`src/hw/rtl/tds_pkg.sv`:
```
`timescale 1ns / 1ps
// ----------------------------------------------------------------------------
// tds_pkg
// Shared constants and types for the tridiagonal system solver.
// ----------------------------------------------------------------------------
package tds_pkg;

  localparam int MaxRowsDef  = 64;
  localparam int FracBitsDef = 16;
  localparam int RowW        = 6;
  localparam int DataW       = 32;

  localparam logic signed [DataW-1:0] QMax = 32'sh7FFF_FFFF;
  localparam logic signed [DataW-1:0] QMin = 32'sh8000_0000;

  // one row beat handed from the front end to the elimination engine
  typedef struct packed {
    logic signed [DataW-1:0] sub_diag;
    logic signed [DataW-1:0] main_diag;
    logic signed [DataW-1:0] super_diag;
    logic signed [DataW-1:0] rhs_value;
    logic [RowW-1:0]         row;
    logic                    first;
    logic                    last;
    logic                    ovf;
  } row_beat_t;

  // saturate a 66 bit value to 32 bit signed
  function automatic logic signed [DataW-1:0] sat66(input logic signed [65:0] v);
    logic signed [DataW-1:0] r;
    r = v[DataW-1:0];
    if (v > 66'sh0_7FFF_FFFF) begin
      r = QMax;
    end else if (v < -66'sh0_8000_0000) begin
      r = QMin;
    end
    return r;
  endfunction

endpackage

```
`src/hw/rtl/tds_front.sv`:
```
`timescale 1ns / 1ps
// ----------------------------------------------------------------------------
// tds_front
// Accepts row beats, numbers them, classifies first/last/overflow and pushes
// them into a two-entry queue towards the elimination engine.
// ----------------------------------------------------------------------------
module tds_front #(
  parameter int MAX_ROWS = tds_pkg::MaxRowsDef
) (
  input  logic                            clk,
  input  logic                            rst_n,
  input  logic                            start,
  output logic                            busy,
  input  logic signed [tds_pkg::DataW-1:0] in_sub_diag,
  input  logic signed [tds_pkg::DataW-1:0] in_main_diag,
  input  logic signed [tds_pkg::DataW-1:0] in_super_diag,
  input  logic signed [tds_pkg::DataW-1:0] in_rhs_value,
  input  logic                            in_last_row,
  output logic                            q_valid,
  output tds_pkg::row_beat_t              q_beat,
  input  logic                            q_pop,
  input  logic                            solve_done
);

  localparam logic [tds_pkg::RowW:0] LastIdx = (tds_pkg::RowW+1)'(MAX_ROWS - 1);

  tds_pkg::row_beat_t q_r [2];
  logic [1:0] wp_r, rp_r;
  logic [tds_pkg::RowW:0] cnt_r;
  logic hold_r; // a last row is queued, wait for back substitution to finish
  logic full, last, push;

  assign full = (wp_r - rp_r) == 2'd2;
  assign busy = full || hold_r;
  assign push = start && !busy;
  assign last = in_last_row || (cnt_r == LastIdx);
  assign q_valid = wp_r != rp_r;
  assign q_beat = q_r[rp_r[0]];

  // row numbering and queue
  always_ff @(posedge clk) begin
    if (!rst_n) begin
      wp_r <= '0; rp_r <= '0; cnt_r <= '0; hold_r <= 1'b0;
    end else begin
      if (push) begin
        q_r[wp_r[0]] <= '{sub_diag: in_sub_diag, main_diag: in_main_diag,
                          super_diag: in_super_diag, rhs_value: in_rhs_value,
                          row: cnt_r[tds_pkg::RowW-1:0], first: cnt_r == '0,
                          last: last, ovf: last && !in_last_row};
        wp_r <= wp_r + 2'd1;
        cnt_r <= last ? '0 : cnt_r + 1'b1;
        if (last) hold_r <= 1'b1;
      end
      if (q_pop) rp_r <= rp_r + 2'd1;
      if (solve_done) hold_r <= 1'b0;
    end
  end

  assert property (@(posedge clk) disable iff (!rst_n) (wp_r - rp_r) <= 2'd2)
    else $error("queue count out of range");
  assert property (@(posedge clk) disable iff (!rst_n) cnt_r <= LastIdx)
    else $error("row count past store");
  assert property (@(posedge clk) disable iff (!rst_n) push && last |=> busy)
    else $error("front took a row after a last row");

endmodule

```
`config.mk`:
```
export PLATFORM = sky130hd
export DESIGN_NAME = tds_front
export DESIGN_NICKNAME = d
export VERILOG_FILES = /design/src/hw/rtl/tds_pkg.sv /design/src/hw/rtl/tds_front.sv
export SDC_FILE = /design/constraint.sdc
export NUM_CORES = 1
export LEC_CHECK = 0
export ABC_AREA = 1
export BUFFER_PORTS_ARGS = -buffer_cell sky130_fd_sc_hd__buf_2
export CORE_UTILIZATION = 35
export DETAILED_ROUTE_END_ITERATION = 7
export GPL_TIMING_DRIVEN = 0
export PLACE_DENSITY = 0.56
export SYNTH_ARGS = -nofsm -noshare
export SYNTH_HDL_FRONTEND = slang
export SYNTH_SLANG_ARGS = --single-unit
```
`constraint.sdc`:
```
create_clock -name clk -period 38.1 [get_ports clk]
set_clock_uncertainty 0.05 [all_clocks]
set_input_delay 5.715 -clock clk [delete_from_list [all_inputs] [get_ports clk]]
set_output_delay 5.715 -clock clk [all_outputs]
set_load 0.03 [all_outputs]
```
==> metrics.md <==
| Metric | Value |
|---|---|
| Top cell by count, worst path | `buf_2` |
| Final min period | `7.85 ns` |
| Max-slew violations | `0` |
| Via Count | `5,741` |
| CTS tree | `done` |
| RSZ-0062 raised after global routing | `false` |
| Post-DRT Antenna Nets | `0` |
| Endpoints failing setup | `0` |
| FILL cells | `2,708` |
| Slew @ Worst Pin | `0.782 ns` |
| Die area | `30,900 um2` |
| Initial DRC Count | `209` |
| Warnings, synthesis | `0` |
| MaxCap Viol Count | `0` |
| Routed vias/inst | `4.53` |
| Syn_nets | `668` |
| Row cnt | `63` |
| Num ports | `273` |
| Post-synth top flop | `edfxtp_1` |
| Die height | `176 um` |
| Design Power | `712 uW` |
| Setup_tns | `0 ns` |
| Post-layout instance area | `13,600 um2` |
| Crit path launch type | `register` |
| Initial core utilization | `35.7%` |
| Mapped Area | `10,600 um2` |
| Setup CP Type | `reg2out` |
| Deepest clock path buffer count | `3` |
| Initial antenna violation count | `0` |
| GRT Total Usage | `13.5%` |
| Antenna cells | `0` |
| Max Freq | `127 MHz` |
| Top cells by area, synth | `edfxtp_1 78%, mux2_2 15%, dfxtp_1 2.5%` |
| Post-CTS repair timing setup buffer count | `0` |
| Fin. Hold Viols | `0` |
| Post-DP HPWL | `15,100 um` |
| Post-DP Area | `12,700 um2` |
| Most crowded layer after global routing | `met2` |
| Crit path cell chain | `buf_2 > buf_2 > mux2_2 > buf_2` |
| Crit end category | `primary output` |
| Most instantiated cells after synthesis | `274 x edfxtp_1, 137 x mux2_2, 26 x nand2_1` |
| Post-synthesis register bit count | `287` |
| Mapped Cells | `532` |
| Post_cts resized | `0` |
| CP max FO | `10` |
| First-pass GRT wire length | `31,900 um` |
| Nets | `992` |
| Input/output buffers | `272` |
| Cts bufs inserted | `30` |
| Status | `finished clean` |
| Area share of the leading cell type in the synthesized netlist | `77.8%` |
| Vias in the first global route | `5,812` |
| Asr flop ratio synth | `0%` |
| Maximum vdd drop | `0.0359 mV` |
| Max incr delay on CP | `0.38 ns` |
| Hold_ws | `0.398 ns` |
| EDFF count, synth | `274` |
| Worst hold path type | `reg2reg` |
| PD cells | `52.3 nW/um2` |
| Most common cell in the netlist | `edfxtp_1` |
| Worst-Skew Late Latency | `0.54 ns` |
| Final Cycle Share | `20.6%` |
| Pleak | `0.00507 uW` |
| Core area | `29,600 um2` |
| Pre-Repair DR Iteration Count | `4` |
| Synth area leader | `edfxtp_1` |
| Seq/Total Area, Yosys | `80.3%` |
| Share of cells above drive strength 1 | `56.8%` |
| CP max-delay cell | `mux2_2` |
| H-tree levels | `1` |
| Crit path arrival time | `2.09 ns` |
| Worst path bufs/invs | `3` |
| Yosys cell types | `24` |
| Global routing met2 resource utilization | `23.4%` |
| Clock-pin slew on the worst setup and hold paths | `0.06 ns` |
| Die W | `176 um` |
| CTS Root Cell | `clkbuf_16` |
| P&R area growth vs syn | `28.9%` |
| Total grt overflow | `0` |
| Mean Syn Cell Area | `19.9 um2` |
| Met1 capacity usage during global routing | `16.3%` |
| Placer Congestion | `0.762` |
| Largest net degree at the start of global routing | `30` |
| Slew HR | `47.8%` |
| Clk sink count | `287` |
| DR WL/cell | `17.0 um` |
| Hold Buf Count CTS | `0` |
| Met3 global-route usage | `4.03%` |
| Delay-heaviest family, CP | `buffers and inverters` |
| DRC errors left | `0` |
| Crit path required time | `32.33 ns` |
| Overall routed net length | `21,500 um` |
[sequential cells by signal, indices dropped and copies added, names as in the netlist, named ones only]
signal	flops
q_r	274
cnt_r	7
hold_r	1
wp_r	2
rp_r	2
[final cells by class]
cell class	instances	area [um2]	share of cell area, %
flip-flops and latches	287	8490	62.3
multi-input cells	216	1950	14.3
repair buffers	292	1660	12.2
clock buffers	36	795	5.83
well taps	390	488	3.58
clock inverters	17	101	0.744
plain buffers	16	87.6	0.643
inverters	13	53.8	0.395
[worst min-delay path, stage by stage (launching register included)]
cell and delay, ns:
dfxtp_1 0.32, nand2_1 0.06, a21oi_1 0.03
[final timing paths]
path           endpoint  depth (start not counted)  slack, ns      from
min            cnt_r[6]                          2       0.40  cnt_r[6]
max reg2reg  q_r[0][37]                         12      35.28   wp_r[0]
max          q_beat[50]                          4      30.25  register
min reg2reg    cnt_r[6]                          2       0.40  cnt_r[6]
[where the power goes]
part,leakage [uW],internal [uW],switching (uW)
registers,0.00262,360,2.78
logic,0.00200,30.0,52.5
clock network,0.000448,153,113
total,0.00507,544,168
[metrics by stage]
stage | cells | setup WS [ns] | util (%)
floorplan | 532 | 22.12 | -
global placement | 1194 | 14.99 | 41.9
detailed placement | 1214 | 29.92 | 42.9
CTS | 1267 | 30.14 | 46.0
global route | 1267 | 30.05 | 46.0
finish | 1267 | 30.25 | 46.0
[layout by cell type, fill, tap and decap left out, types with 5 or more instances in the layout]
cell / n
a21oi_1: 10
buf_2: 285
buf_6: 10
buf_8: 5
clkbuf_1: 5
clkbuf_16: 31
clkinv_1: 7
clkinv_2: 9
dfxtp_1: 13
edfxtp_1: 274
inv_1: 10
mux2_2: 137
nand2_1: 26
nand3_1: 7
nor2_1: 15
[per-layer routing]
metal | up-vias | wire length (um)
met1 | 2831 | 8800
met2 | 173 | 10600
met5 | - | 0
li1 | 2702 | -
met3 | 35 | 1540
met4 | 0 | 560
[logic make-up (layout without fill, tap and decap cells)]
group,after synthesis,count (layout),synth area share (%)
fa+ha+maj,2,2,0.237
buf+inv,29,374,1.34
xor+xnor,3,3,0.249
mux,137,137,14.6
simple gates,59,59,2.54
flops,287,287,80.3
compound gates,15,15,0.734
(Power assumes the default switching activity.)
